## src/design/ldpe_pkg.sv

```systemverilog
// Package for the line dash pattern expander: types, constants and codes.
`timescale 1ns / 1ps
package ldpe_pkg;

   localparam int MAX_VERTS = 64;
   localparam int FRAC_BITS = 16;
   localparam int ONE_BITS  = 2 * FRAC_BITS;
   localparam int IDX_W     = $clog2(MAX_VERTS);
   localparam int CNT_W     = $clog2(MAX_VERTS + 1);

   localparam int AR_STEPS  = 33;
   localparam int STEP_W    = $clog2(AR_STEPS + 1);

   localparam logic [1:0] CMD_SOLID   = 2'd0;
   localparam logic [1:0] CMD_DASHED  = 2'd1;
   localparam logic [1:0] CMD_DOTTED  = 2'd2;
   localparam logic [1:0] CMD_DASHDOT = 2'd3;

   localparam logic [2:0] CSR_DASH_GAP_RATIO  = 3'd0;
   localparam logic [2:0] CSR_DOT_GAP_RATIO   = 3'd1;
   localparam logic [2:0] CSR_SCREEN_SCALE    = 3'd2;
   localparam logic [2:0] CSR_PLOTTER_OUTPUT  = 3'd3;
   localparam logic [2:0] CSR_Z_ENABLED       = 3'd4;
   localparam logic [2:0] CSR_MIN_DASH_LENGTH = 3'd5;

   localparam logic [1:0] AR_MUL  = 2'd0;
   localparam logic [1:0] AR_DIV  = 2'd1;
   localparam logic [1:0] AR_SQRT = 2'd2;

   typedef struct packed {
      logic [1:0]         command;
      logic signed [31:0] x_start;
      logic signed [31:0] y_start;
      logic signed [31:0] z_start;
      logic signed [31:0] x_end;
      logic signed [31:0] y_end;
      logic signed [31:0] z_end;
      logic [30:0]        dash_length;
      logic               start_endside;
      logic               end_endside;
   } req_type;

   typedef struct packed {
      logic signed [31:0] vert_x;
      logic signed [31:0] vert_y;
      logic signed [31:0] vert_z;
      logic               visible;
      logic               endside;
      logic               last;
   } rsp_type;

   typedef struct packed {
      logic [31:0] x;
      logic [31:0] y;
      logic [31:0] z;
      logic        visible;
   } vertex_type;

   typedef struct packed {
      logic        start;
      logic [1:0]  op;
      logic [65:0] a;
      logic [32:0] b;
   } ar_cmd_type;

   typedef struct packed {
      logic        done;
      logic [65:0] res;
   } ar_rsp_type;

endpackage

```

## src/design/ldpe_arith.sv

```systemverilog
// Shared arithmetic unit: registered multiply, bit-serial divide and square root.
`timescale 1ns / 1ps
module ldpe_arith import ldpe_pkg::*; (
   input  logic       clock,
   input  logic       reset,
   input  ar_cmd_type ar_cmd,
   output ar_rsp_type ar_rsp
);

   logic              busy_ff, busy_in;
   logic              done_ff, done_in;
   logic [1:0]        op_ff, op_in;
   logic [STEP_W-1:0] step_ff, step_in;
   logic [65:0]       res_ff, res_in;
   logic [34:0]       rem_ff, rem_in;
   logic [65:0]       src_ff, src_in;
   logic [32:0]       div_ff, div_in;

   logic [33:0] dv_r2, dv_diff;
   logic        dv_ge;
   logic [36:0] sq_r2, sq_trial, sq_diff;
   logic        sq_ge;

   always_comb begin
      dv_r2    = {rem_ff[32:0], src_ff[65]};
      dv_diff  = dv_r2 - {1'b0, div_ff};
      dv_ge    = dv_r2 >= {1'b0, div_ff};
      sq_r2    = {rem_ff, src_ff[65:64]};
      sq_trial = {2'b00, res_ff[32:0], 2'b01};
      sq_diff  = sq_r2 - sq_trial;
      sq_ge    = sq_r2 >= sq_trial;

      busy_in = busy_ff;
      done_in = 1'b0;
      op_in   = op_ff;
      step_in = step_ff;
      res_in  = res_ff;
      rem_in  = rem_ff;
      src_in  = src_ff;
      div_in  = div_ff;

      if (ar_cmd.start) begin
         op_in   = ar_cmd.op;
         step_in = STEP_W'(AR_STEPS);
         div_in  = ar_cmd.b;
         case (ar_cmd.op)
            AR_MUL: begin
               res_in  = ar_cmd.a[32:0] * ar_cmd.b;
               done_in = 1'b1;
               busy_in = 1'b0;
            end
            AR_DIV: begin
               res_in  = '0;
               rem_in  = {2'b00, ar_cmd.a[65:33]};
               src_in  = {ar_cmd.a[32:0], 33'd0};
               busy_in = 1'b1;
            end
            default: begin
               res_in  = '0;
               rem_in  = '0;
               src_in  = ar_cmd.a;
               busy_in = 1'b1;
            end
         endcase
      end else if (busy_ff) begin
         if (op_ff == AR_DIV) begin
            rem_in = dv_ge ? {2'b00, dv_diff[32:0]} : {2'b00, dv_r2[32:0]};
            res_in = {res_ff[64:0], dv_ge};
            src_in = {src_ff[64:0], 1'b0};
         end else begin
            rem_in = sq_ge ? sq_diff[34:0] : sq_r2[34:0];
            res_in = {res_ff[64:0], sq_ge};
            src_in = {src_ff[63:0], 2'b00};
         end
         step_in = step_ff - 1'b1;
         if (step_ff == STEP_W'(1)) begin
            busy_in = 1'b0;
            done_in = 1'b1;
         end
      end
   end

   always_ff @(posedge clock) begin
      if (reset) begin
         busy_ff <= 1'b0;
         done_ff <= 1'b0;
      end else begin
         busy_ff <= busy_in;
         done_ff <= done_in;
      end
      op_ff   <= op_in;
      step_ff <= step_in;
      res_ff  <= res_in;
      rem_ff  <= rem_in;
      src_ff  <= src_in;
      div_ff  <= div_in;
   end

   assign ar_rsp.done = done_ff;
   assign ar_rsp.res  = res_ff;

endmodule

```

## config.mk

```make
export PLATFORM = sky130hd
export DESIGN_NAME = ldpe_arith
export DESIGN_NICKNAME = d
export VERILOG_FILES = /design/src/design/ldpe_pkg.sv /design/src/design/ldpe_arith.sv
export SDC_FILE = /design/constraint.sdc
export NUM_CORES = 2
export LEC_CHECK = 0
export BUFFER_PORTS_ARGS = -buffer_cell sky130_fd_sc_hd__buf_2
export CAP_MARGIN = 0
export CORE_AREA = 5 5 304 306
export DETAILED_ROUTE_END_ITERATION = 12
export DIE_AREA = 0 0 309 311
export GPL_ROUTABILITY_DRIVEN = 0
export PLACE_DENSITY = 0.75
export SLEW_MARGIN = 5
export SYNTH_ARGS = -nofsm -noshare
export SYNTH_HDL_FRONTEND = slang
export SYNTH_SLANG_ARGS = --single-unit
```

## constraint.sdc

```tcl
create_clock -name clock -period 13.9 [get_ports clock]
set_clock_uncertainty 0.2 [all_clocks]
set_input_delay 2.78 -clock clock [delete_from_list [all_inputs] [get_ports clock]]
set_output_delay 2.78 -clock clock [all_outputs]
set_load 0.01 [all_outputs]
```

==> metrics.md <==
| Metric | Value |
|---|---|
| Min-delay src | step_ff[1]$_SDFFE_PP0P_ |
| Relative slew slack | 24.79% |
| Layout cell share with drive strength beyond 1 | 5.434% |
| Post-synthesis cell area | 48800 sq um |
| Setup violations, final | 0 |
| Number of synthesized flops with an enable pin | 202 |
| Worst Hold Depth | 2 |
| Avg WL per Cell | 20.83 microns |
| Drt total wl | 134200 microns |
| Detail Route Antenna Nets | 0 |
| Req. time, crit path | 14.01 ns |
| Initial DRC count | 3082 |
| Worst endpoint data arrival time | 11.19 ns |
| Fin. Hold Viols | 0 |
| Maximum buffer depth of the clock tree | 3 |
| CTS clk-pin slew, worst paths | 0.06 ns |
| Slew Limit Fails | 0 |
| Unique masters post-synth | 79 |
| RSZ-0062 raised after global routing | no |
| Status | completed |
| All-layer global routing usage | 28.33% |
| Vert. Die Dim | 311 microns |
| TritonCTS sink count | 210 |
| Io pins | 171 |
| Mean Syn Cell Area | 9.147 sq um |
| Layout area overhead | 4.369% |
| CP Class | primary input to flip-flop |
| Via count | 37290 |
| Asr flop ratio synth | 0% |
| Overflow after GRT | 0 |
| CTS buffer count | 22 |
| Reg2reg path depth | 11 |
| RR Endpoint | rem_ff[26]$_DFFE_PP_ |
| Commonest non-fill, non-tap cell in the layout | inv_1 |
| 1st-pass router iterations | 9 |
| Tcrit/Tclk final | 79.75% |
| Starting Density | 54.63% |
| Max frequency | 90.21 MHz |
| Most frequent cells in the layout | inv_1, fa_1, nand2_1 |
| Core area | 89320 sq um |
| # hold bufs at CTS | 0 |
| Ys flop type | edfxtp_1 |
| Largest net degree at the start of global routing | 74 |
| Crit Path Max Fanout | 35 |
| Least-Margin Pin Slew | 1.125 ns |
| R2R Setup Slk | 9.37 ns |
| Clock Latency Late Sink | 0.57 ns |
| PortBufs | 170 |
| Die Width | 309 microns |
| Hold crit path type | flip-flop to flip-flop |
| Yosys reg bits | 210 |
| Final net count | 6645 |
| MaxCap Viol Count | 0 |
| DR vias/cell | 5.784 |
| TritonCTS clock tree | built |
| Post-CTS Setup Inserts | 0 |
| Hold WS | 0.2922 ns |
| Clock H-tree levels | 1 |
| Root Buffer | clkbuf_16 |
| Setup tns final | 0 ns |
| Worst r2r src | rem_ff[4]$_DFFE_PP_ |
| Seq/Total Area, Yosys | 12.76% |
| Critical Path Source Type | primary input |
| Fillcell total | 7709 |
| Period minus WS final | 11.09 ns |
| Die area | 96100 sq um |
| Syn Nets | 6733 |
| # rows | 110 |
| Dpl hpwl | 102900 microns |
| # resized after CTS | 0 |
| Post-synthesis instance total | 5335 |
| Worst setup EP type | flip-flop |
| Vias in the first global route | 39580 |
| First-pass GRT wire length | 216500 microns |
| Number of remaining DRC errors | 0 |
| Syn. warnings | 0 |
| Initial antenna violation count | 7 |
| Hold EP | step_ff[1]$_SDFFE_PP0P_ |
## through the flow
step / cell area (sq um) / util (%) / instances / setup WS [ns]
floorplan: 48800 / - / 5335 / 3.461
global placement: 50200 / 56.20 / 6399 / 2.408
detailed placement: 50200 / 56.20 / 6399 / 2.421
CTS: 50910 / 57.00 / 6439 / 2.954
global route: 50920 / 57.01 / 6442 / 2.356
finish: 50930 / 57.02 / 6446 / 2.815
## worst max-delay path, stage by stage
cell      delay (ns)
buf_2           0.71
nand2_1         0.18
fa_1            0.58
fa_1            0.55
fa_1            0.52
fa_1            0.52
inv_1           0.05
fa_1            0.56
fa_1            0.47
fa_1            0.50
inv_1           0.05
fa_1            0.50
inv_1           0.05
ha_1            0.40
nand4_2         0.15
nor4_1          0.51
nand4_1         0.21
a211oi_1        0.56
a2111o_1        0.33
a41o_1          0.27
a221oi_2        0.11
o311ai_1        0.29
xor2_1          0.11
a22o_1          0.21
## Yosys cell counts (all sizes together), types with 8 or more instances
library cell,instances,share of area [%]
or2,8,0.10
a221o,13,0.27
a22o,30,0.54
nand3,31,0.32
o22ai,31,0.40
buf,27,0.28
and3,13,0.17
a21o,70,1.1
a31oi,22,0.28
nor2,83,0.64
o211ai,22,0.34
xnor2,71,1.3
clkbuf,290,2.2
mux2i,63,1.3
a21oi,139,1.5
fa,959,39
xor2,50,0.90
o31ai,9,0.14
dfxtp,8,0.33
nor2b,12,0.15
and2,555,7.1
o21a,18,0.28
mux2,11,0.30
nand2b,15,0.19
a22oi,63,0.97
edfxtp,202,12
ha,335,8.6
a211oi,20,0.36
o21ai,131,1.4
inv,1140,8.8
nand2,736,5.7
nor3,27,0.28
nand4,34,0.45
o221ai,12,0.22
o21bai,17,0.26
## state kept, by name (all words and copies together) (netlist names)
| signal | count |
|---|---|
| step_ff | 6 |
| res_ff | 66 |
| done_ff | 1 |
| div_ff | 33 |
| src_ff | 66 |
| op_ff | 2 |
| rem_ff | 35 |
| busy_ff | 1 |
## cell families (layout without fill, tap and decap cells)
| family | after synthesis | in the layout | share of synthesized area, % |
|---|---|---|---|
| multiplexers | 74 | 74 | 1.592 |
| adder cells (fa/ha/maj) | 1294 | 1294 | 47.93 |
| other | 0 | 7 | 0 |
| XOR/XNOR | 121 | 121 | 2.172 |
| AND/OR/NAND/NOR | 1534 | 1534 | 15.38 |
| AO/OA/AOI/OAI | 645 | 645 | 8.874 |
| flip-flops | 210 | 210 | 12.76 |
| buffers and inverters | 1457 | 1385 | 11.29 |
## how the worst max path moves through the flow
| stage | startpoint | end | cells past startpoint |
|---|---|---|---|
| global route | ar_cmd[44] | res_ff[62]$_DFFE_PP_ | 27 |
| floorplan | ar_cmd[52] | res_ff[62]$_DFFE_PP_ | 31 |
| CTS | ar_cmd[42] | res_ff[62]$_DFFE_PP_ | 28 |
| detailed placement | ar_cmd[42] | res_ff[62]$_DFFE_PP_ | 28 |
| global placement | ar_cmd[50] | res_ff[62]$_DFFE_PP_ | 24 |
| finish | ar_cmd[50] | res_ff[62]$_DFFE_PP_ | 24 |
## metal layers
layer  up-vias  global-route usage (%)  part of all wire (%)
met5         -                       0                 0.016
met4         4                   13.40                   5.5
met3       360                   4.465                   8.2
met2      1733                   46.82                    48
met1     18960                   36.75                    38
li1      16230                       -                     -
## area by class of cell
cell class                 count  area, sq um  share of cell area [%]
tap                         1176         1471                   2.889
clock inverter                15        146.4                  0.2874
clock buffer                  25        561.8                   1.103
inverter                    1140         4279                   8.402
multi-input combinational   3668        37110                   72.87
sequential                   210         6226                   12.22
timing repair buffer         205         1116                   2.191
antenna                        7        17.52                 0.03439
Power is not shown: default switching activity piles up to over one toggle a cycle in this logic, so the estimate is an artifact.
